<file path="config.mk">
export PLATFORM = sky130hd
export DESIGN_NAME = string_literal_escape_decoder
export DESIGN_NICKNAME = d
export VERILOG_FILES = /design/src/rtl/core/sled_pkg.sv /design/src/rtl/core/string_literal_escape_decoder.sv
export SDC_FILE = /design/constraint.sdc
export NUM_CORES = 1
export LEC_CHECK = 0
export BUFFER_PORTS_ARGS = -buffer_cell sky130_fd_sc_hd__buf_4
export CAP_MARGIN = 20
export CORE_ASPECT_RATIO = 0.8
export CORE_MARGIN = 2
export CORE_UTILIZATION = 40
export DETAILED_ROUTE_END_ITERATION = 7
export SYNTH_ARGS = -nofsm -noshare
export SYNTH_HDL_FRONTEND = slang
export SYNTH_SLANG_ARGS = --single-unit
</file>
<file path="constraint.sdc">
create_clock -name clk_i -period 3.7 [get_ports clk_i]
set_input_delay 0.74 -clock clk_i [delete_from_list [all_inputs] [get_ports clk_i]]
set_output_delay 0.74 -clock clk_i [all_outputs]
set_load 0.01 [all_outputs]
</file>
<file path="src/rtl/core/sled_pkg.sv">
package sled_pkg;

  // Decoder position inside the literal.
  typedef enum logic [2:0] {
    M_IDLE   = 3'd0,
    M_STR    = 3'd1,
    M_ESC    = 3'd2,
    M_UOPEN  = 3'd3,
    M_UFIRST = 3'd4,
    M_UDIGIT = 3'd5,
    M_UUNDER = 3'd6,
    M_HEX2   = 3'd7
  } mode_e;

  typedef enum logic [2:0] {
    ST_BYTE    = 3'd0,
    ST_CLOSED  = 3'd1,
    ST_NOQUOTE = 3'd2,
    ST_UNTERM  = 3'd3,
    ST_CONTROL = 3'd4,
    ST_BADESC  = 3'd5,
    ST_BADUNI  = 3'd6,
    ST_RANGE   = 3'd7
  } status_e;

  localparam int unsigned MaxResults = 4;
  localparam int unsigned CodeWidth  = 64;

  localparam logic [7:0] ChQuote  = 8'h22;
  localparam logic [7:0] ChBslash = 8'h5C;
  localparam logic [7:0] ChApos   = 8'h27;
  localparam logic [7:0] ChLowT   = 8'h74;
  localparam logic [7:0] ChLowN   = 8'h6E;
  localparam logic [7:0] ChLowR   = 8'h72;
  localparam logic [7:0] ChLowU   = 8'h75;
  localparam logic [7:0] ChLbrace = 8'h7B;
  localparam logic [7:0] ChRbrace = 8'h7D;
  localparam logic [7:0] ChUnder  = 8'h5F;
  localparam logic [7:0] ChTab    = 8'h09;
  localparam logic [7:0] ChLf     = 8'h0A;
  localparam logic [7:0] ChCr     = 8'h0D;
  localparam logic [7:0] ChSpace  = 8'h20;
  localparam logic [7:0] ChDel    = 8'h7F;

  localparam logic [CodeWidth-1:0] SurrLo    = 64'h0000_0000_0000_D800;
  localparam logic [CodeWidth-1:0] SurrHi    = 64'h0000_0000_0000_E000;
  localparam logic [CodeWidth-1:0] CodeLimit = 64'h0000_0000_0011_0000;
  localparam logic [CodeWidth-1:0] Lim1Byte  = 64'h0000_0000_0000_0080;
  localparam logic [CodeWidth-1:0] Lim2Byte  = 64'h0000_0000_0000_0800;
  localparam logic [CodeWidth-1:0] Lim3Byte  = 64'h0000_0000_0001_0000;

  localparam logic [7:0] Lead2 = 8'b1100_0000;
  localparam logic [7:0] Lead3 = 8'b1110_0000;
  localparam logic [7:0] Lead4 = 8'b1111_0000;
  localparam logic [7:0] Cont  = 8'b1000_0000;

  typedef struct packed {
    logic [7:0] in_byte;
    logic       input_ended;
  } in_word_t;

  typedef struct packed {
    logic [7:0] out_byte;
    status_e    status;
    logic       last;
  } out_word_t;

  // Bit 4 flags a hex digit, bits 3:0 hold its value.
  function automatic logic [4:0] hex_digit(logic [7:0] c);
    logic [4:0] r;
    r = 5'd0;
    if (c inside {[8'h30:8'h39]}) begin
      r = {1'b1, c[3:0]};
    end else if (c inside {[8'h41:8'h46], [8'h61:8'h66]}) begin
      r = {1'b1, c[3:0] + 4'd9};
    end
    return r;
  endfunction

endpackage

</file>
<file path="src/rtl/core/string_literal_escape_decoder.sv">
// Channel | Direction | Handshake                | Word
// in      | input     | in_valid_i / in_stall_o  | in_word_i  (in_byte, input_ended)
// out     | output    | out_valid_o / out_stall_i| out_word_o (out_byte, status, last)
//
// Each cycle, unless stalled, one input word is decoded into a four-entry burst
// register and one result leaves it. A word with several results holds the input
// until the burst is down to its final entry, so plain text streams at one byte per
// cycle while the output flows; only the close of a unicode escape yields several.
// Reset returns the decoder to idle with an empty burst register. A stall on the
// output holds the current result and, at the burst's final entry, the input as well.
module string_literal_escape_decoder
  import sled_pkg::*;
(
  input  logic      clk_i,
  input  logic      rst_ni,
  input  logic      in_valid_i,
  output logic      in_stall_o,
  input  in_word_t  in_word_i,
  output logic      out_valid_o,
  input  logic      out_stall_i,
  output out_word_t out_word_o
);

  mode_e                mode_q, mode_d;
  logic [3:0]           hn_q, hn_d;
  logic [CodeWidth-1:0] cp_q, cp_d;
  logic                 ov_q, ov_d;

  out_word_t buf_q [MaxResults];
  out_word_t buf_d [MaxResults];
  out_word_t res   [MaxResults];
  logic [2:0] rem_q, rem_d;
  logic [1:0] rd_q, rd_d;
  logic [2:0] n_res;

  logic       accept, pop;
  logic [7:0] c;
  logic [4:0] hx;
  logic [20:0] u;

  assign pop         = out_valid_o && !out_stall_i;
  assign in_stall_o  = !((rem_q == 3'd0) || (rem_q == 3'd1 && pop));
  assign accept      = in_valid_i && !in_stall_o;
  assign out_valid_o = (rem_q != 3'd0);
  assign out_word_o  = buf_q[rd_q];

  assign c  = in_word_i.in_byte;
  assign hx = hex_digit(c);
  assign u  = cp_q[20:0];

  always_comb begin
    mode_d = mode_q;
    hn_d   = hn_q;
    cp_d   = cp_q;
    ov_d   = ov_q;
    n_res  = 3'd0;
    for (int i = 0; i < MaxResults; i++) begin
      res[i] = '{out_byte: 8'd0, status: ST_BYTE, last: 1'b0};
    end

    if (in_word_i.input_ended) begin
      res[0] = '{8'd0, (mode_q == M_IDLE) ? ST_NOQUOTE : ST_UNTERM, 1'b1};
      n_res  = 3'd1;
      mode_d = M_IDLE;
    end else begin
      case (mode_q)
        M_IDLE: begin
          if (c == ChQuote) begin
            mode_d = M_STR;
          end else begin
            res[0] = '{8'd0, ST_NOQUOTE, 1'b1};
            n_res  = 3'd1;
          end
        end
        M_STR: begin
          if (c == ChQuote) begin
            res[0] = '{8'd0, ST_CLOSED, 1'b1};
            n_res  = 3'd1;
            mode_d = M_IDLE;
          end else if (c == ChBslash) begin
            mode_d = M_ESC;
          end else if (c < ChSpace || c == ChDel) begin
            res[0] = '{8'd0, ST_CONTROL, 1'b1};
            n_res  = 3'd1;
            mode_d = M_IDLE;
          end else begin
            res[0] = '{c, ST_BYTE, 1'b1};
            n_res  = 3'd1;
          end
        end
        M_ESC: begin
          mode_d = M_STR;
          n_res  = 3'd1;
          if (c == ChLowT) begin
            res[0] = '{ChTab, ST_BYTE, 1'b1};
          end else if (c == ChLowN) begin
            res[0] = '{ChLf, ST_BYTE, 1'b1};
          end else if (c == ChLowR) begin
            res[0] = '{ChCr, ST_BYTE, 1'b1};
          end else if (c == ChBslash || c == ChQuote || c == ChApos) begin
            res[0] = '{c, ST_BYTE, 1'b1};
          end else if (c == ChLowU) begin
            n_res  = 3'd0;
            mode_d = M_UOPEN;
          end else if (hx[4]) begin
            n_res  = 3'd0;
            hn_d   = hx[3:0];
            mode_d = M_HEX2;
          end else begin
            res[0] = '{8'd0, ST_BADESC, 1'b1};
            mode_d = M_IDLE;
          end
        end
        M_UOPEN: begin
          if (c != ChLbrace) begin
            res[0] = '{8'd0, ST_BADESC, 1'b1};
            n_res  = 3'd1;
            mode_d = M_IDLE;
          end else begin
            cp_d   = '0;
            ov_d   = 1'b0;
            mode_d = M_UFIRST;
          end
        end
        M_UFIRST, M_UUNDER: begin
          if (!hx[4]) begin
            res[0] = '{8'd0, ST_BADUNI, 1'b1};
            n_res  = 3'd1;
            mode_d = M_IDLE;
          end else begin
            ov_d   = ov_q || (cp_q[CodeWidth-1 -: 4] != 4'd0);
            cp_d   = {cp_q[CodeWidth-5:0], hx[3:0]};
            mode_d = M_UDIGIT;
          end
        end
        M_UDIGIT: begin
          if (hx[4]) begin
            ov_d = ov_q || (cp_q[CodeWidth-1 -: 4] != 4'd0);
            cp_d = {cp_q[CodeWidth-5:0], hx[3:0]};
          end else if (c == ChUnder) begin
            mode_d = M_UUNDER;
          end else if (ov_q || c != ChRbrace) begin
            res[0] = '{8'd0, ST_BADUNI, 1'b1};
            n_res  = 3'd1;
            mode_d = M_IDLE;
          end else if ((cp_q >= SurrLo && cp_q < SurrHi) || cp_q >= CodeLimit) begin
            res[0] = '{8'd0, ST_RANGE, 1'b1};
            n_res  = 3'd1;
            mode_d = M_IDLE;
          end else begin
            mode_d = M_STR;
            if (cp_q < Lim1Byte) begin
              res[0] = '{{1'b0, u[6:0]}, ST_BYTE, 1'b1};
              n_res  = 3'd1;
            end else if (cp_q < Lim2Byte) begin
              res[0] = '{Lead2 | {3'd0, u[10:6]}, ST_BYTE, 1'b0};
              res[1] = '{Cont | {2'd0, u[5:0]}, ST_BYTE, 1'b1};
              n_res  = 3'd2;
            end else if (cp_q < Lim3Byte) begin
              res[0] = '{Lead3 | {4'd0, u[15:12]}, ST_BYTE, 1'b0};
              res[1] = '{Cont | {2'd0, u[11:6]}, ST_BYTE, 1'b0};
              res[2] = '{Cont | {2'd0, u[5:0]}, ST_BYTE, 1'b1};
              n_res  = 3'd3;
            end else begin
              res[0] = '{Lead4 | {5'd0, u[20:18]}, ST_BYTE, 1'b0};
              res[1] = '{Cont | {2'd0, u[17:12]}, ST_BYTE, 1'b0};
              res[2] = '{Cont | {2'd0, u[11:6]}, ST_BYTE, 1'b0};
              res[3] = '{Cont | {2'd0, u[5:0]}, ST_BYTE, 1'b1};
              n_res  = 3'd4;
            end
          end
        end
        M_HEX2: begin
          n_res = 3'd1;
          if (!hx[4]) begin
            res[0] = '{8'd0, ST_BADESC, 1'b1};
            mode_d = M_IDLE;
          end else begin
            res[0] = '{{hn_q, hx[3:0]}, ST_BYTE, 1'b1};
            mode_d = M_STR;
          end
        end
        default: begin
          mode_d = M_IDLE;
        end
      endcase
    end
  end

  // Burst register: load a fresh set of results, or step through the current one.
  always_comb begin
    buf_d = buf_q;
    rem_d = rem_q;
    rd_d  = rd_q;
    if (accept) begin
      buf_d = res;
      rem_d = n_res;
      rd_d  = 2'd0;
    end else if (pop) begin
      rem_d = rem_q - 3'd1;
      rd_d  = rd_q + 2'd1;
    end
  end

  always_ff @(posedge clk_i or negedge rst_ni) begin
    if (!rst_ni) begin
      mode_q <= M_IDLE;
      hn_q   <= 4'd0;
      cp_q   <= '0;
      ov_q   <= 1'b0;
      rem_q  <= 3'd0;
      rd_q   <= 2'd0;
    end else begin
      rem_q <= rem_d;
      rd_q  <= rd_d;
      if (accept) begin
        mode_q <= mode_d;
        hn_q   <= hn_d;
        cp_q   <= cp_d;
        ov_q   <= ov_d;
      end
    end
  end

  always_ff @(posedge clk_i) begin
    buf_q <= buf_d;
  end

endmodule

</file>
==> flow_summary.toml <==
[worst_setup_path]
start_kind = "input port"
cp_num_buf_inv = 2
path_max_fanout = 7
worstPathArrival_ns = 3.08
cp_top_family = "simple AND/OR/NAND/NOR gates"
critPathRequiredTime_ns = 3.79
critPathKind = "input port to flip-flop"
cp_cell_sequence = "buf_4 -> inv_1 -> ha_1 -> nor3b_1 -> a311oi_4 -> nor4_1 -> nand4_1 -> o41ai_1"
critPathCaptureType = "flip-flop"
slowest_stage = "o41ai_1"
max_stage_delay_ns = 0.57

[final_layout]
antenna_cells = 0
syn_to_final_growth_pct = 10.28
final_nets = 673
drive_above_1_share = 0.1172

[power_and_ir_drop]
p_switching_uw = 902.9
swShare = 0.2879
leakagePower_uw = 0.002908
sequentialPowerShare = 0.487
vdd_drop_max_v = 0.0002157
clockPowerShare = 0.305
share_comb_of_total_power = 0.208
power.density_nw_per_um2 = 471.2
internal_power_uw = 2233
finalPower_uw = 3136

[sta]
fin_crit_ns = 2.992
drv_slew = 0
tightestPinTransition_ns = 0.8240
final.period_utilization = 0.8086
hold_violations = 0
rsz0062_at_grt = "no"
finalSetupViolations = 0
relSlewSlack = 0.4501
max_freq_mhz = 334.2
tns_ns = 0
fin_worst_skew_ns = 0.01183

[logic_synthesis]
synth_area_sq_um = 6035
synth-compound-area-share = 0.1180
yosys.area_share.adder = 0.01659
async_flop_share = 0.6875
synth_area_per_cell_sq_um = 9.284
yosysSeqAreaShare = 0.4935
synth_xor_area_frac = 0.004354
synth_edf_count = 35
synth-main-ff-cell = "dfrtp_1"
syn_nets = 671
synthSimpleGateAreaFrac = 0.2818
synth_top_family_by_area = "simple AND/OR/NAND/NOR gates"
ys_types = 70
synth_warnings = 0
synth_mux_area_frac = 0.04333
synthCells = 650
synth-seq-cells = 112

[global_route]
antenna_found_initial = 0
overflow = 0
grt_start_max_net_pins = 78
track_usage = 0.1979
grt_pass1_wl_mm = 24.87
grt_pass1_vias = 4525

[die]
die_area_sq_um = 16090
coreArea_sq_um = 14860
rows = 40
die_w_microns = 141.3
dieHeight_microns = 113.9
start_util = 0.4060
pin_count = 27

[route]
drt_wl_total_mm = 15.08
ant_nets = 0
drt_pass1_iterations = 5
via_count = 4869
drtIter0Drc = 553
route.detailed.drc = 0
wl_per_cell_microns = 17.82
routed_via_density = 5.755

[clocking]
clock_latency_ns = 0.36
postCtsHoldBufs = 0
path_clk_slew_ns = 0.08
clockRootBuffer = "clkbuf_16"
tritoncts = "built"
htreeDepth = 3
post_cts_buffers = 0
clkSinkCount = 112
ctsResizeCount = 0
cts_buffer_depth = 2
numCtsBuffers = 9

[placement]
place_congestion = 0.8910
io_buffers = 26
hpwl_mm = 10.18

[hold_path]
hold_path.class = "input port to asynchronous set/reset pin"

[status]
status = "completed"

[flow_run]
cap_violations = 0
cell type report:
type	count	area, sq um
Fill cell	1385	8209
Sequential cell	112	2978
Multi-Input combinational cell	482	2801
Timing Repair Buffer	38	317.8
Clock buffer	10	239.0
Tap cell	189	236.5
Clock inverter	6	48.80
Inverter	9	33.78
flip-flops by register name, indices dropped and copies added, names as in the netlist:
register / cells
buf_q: 35
rem_q: 3
rd_q: 2
ov_q: 1
cp_q: 64
mode_q: 3
hn_q: 4
kinds of logic after synthesis:
group,count (synthesis)
compound gates,102
buf+inv,56
xor+xnor,3
mux,16
simple gates,353
fa+ha+maj,8
flops,112
per-layer routing:
metal	global-route usage	part of all wire	routed length, microns	vias up
li1	-	-	-	2337
met1	0.3009	0.50	7506	2356
met2	0.2806	0.43	6484	164
met3	0.05542	0.063	945	12
met4	0.04400	0.0093	140	0
met5	0	0	0	-
final timing paths:
kind	depth (start not counted)	slack (ns)	to	start
worst max-delay path	8	0.71	buf_q[43]$_SDFFCE_PP0P_	in_word_i[2]
worst min-delay path	1	0.20	cp_q[31]$_DFFE_PN0P_	rst_ni
worst max register to register	5	0.93	buf_q[43]$_SDFFCE_PP0P_	mode_q[0]$_DFFE_PN0P_
worst min register to register	2	0.50	cp_q[57]$_DFFE_PN0P_	cp_q[53]$_DFFE_PN0P_
max in group asynchronous	2	2.92	rd_q[1]$_DFFE_PN0P_	rst_ni
min in group clk_i	2	0.50	cp_q[57]$_DFFE_PN0P_	cp_q[53]$_DFFE_PN0P_
synthesized netlist by cell type, types with 3 or more instances:
cell         n  area, sq um
buf_2       10        50.05
or2_2        3        18.77
a2bb2oi_1    3        26.28
ha_1         8        100.1
a32oi_1      3        26.28
clkbuf_1    23        86.33
nand3_1     79        395.4
mux4_2       8        180.2
o21a_1       3        22.52
o21ai_1      8        40.04
buf_4        7        52.55
nand2_1    158        593.1
and2_1      13        81.33
inv_1        8        30.03
and3_1       3        18.77
nor2b_1      5        31.28
o21ai_0      9        45.04
mux2i_1      7        70.07
a21oi_1     33        165.2
nor2_1      32        120.1
a211oi_1     7        52.55
edfxtp_1    35         1051
buf_1        6        22.52
nor3_1      11        55.05
a22oi_1      6        45.04
o31ai_1      3        22.52
and4b_1      3        30.03
a311oi_1     3        26.28
nor4_1      12        75.07
nand2b_1     8        50.05
dfrtp_1     77         1927
nand4_1      4        25.02
cells in the final DEF, fill, tap and decap left out, types with 4 or more instances in the layout:
cell type	n
nand2_1	158
nand3_1	79
dfrtp_1	77
buf_4	36
edfxtp_1	35
a21oi_1	33
nor2_1	32
and2_1	13
nor4_1	12
nor3_1	11
o21ai_0	9
clkbuf_16	9
inv_1	8
nand2b_1	8
mux4_2	8
o21ai_1	8
ha_1	8
mux2i_1	7
a211oi_1	7
a22oi_1	6
nor2b_1	5
nand4_1	4
power groups by stage:
stage	Clock (uW)	Combinational [uW]	Sequential (uW)
2_1_floorplan	0	437	1480
3_3_place_gp	0	646	1550
3_5_place_dp	0	654	1560
4_1_cts	982	655	1530
5_1_grt	1030	712	1550
6_report	957	652	1530
through the flow:
step	utilization	setup WS [ns]	instances	area [sq um]	hold slack [ns]
floorplan	-	0.9617	650	6035	0.4444
global placement	0.4265	0.5182	829	6340	0.4824
detailed placement	0.4265	0.4171	829	6340	0.4845
CTS	0.4459	0.7790	845	6628	0.5027
global route	0.4477	0.6202	846	6655	0.1940
finish	0.4477	0.7080	846	6655	0.2036
Note: power is estimated with default switching activity, not from simulation.
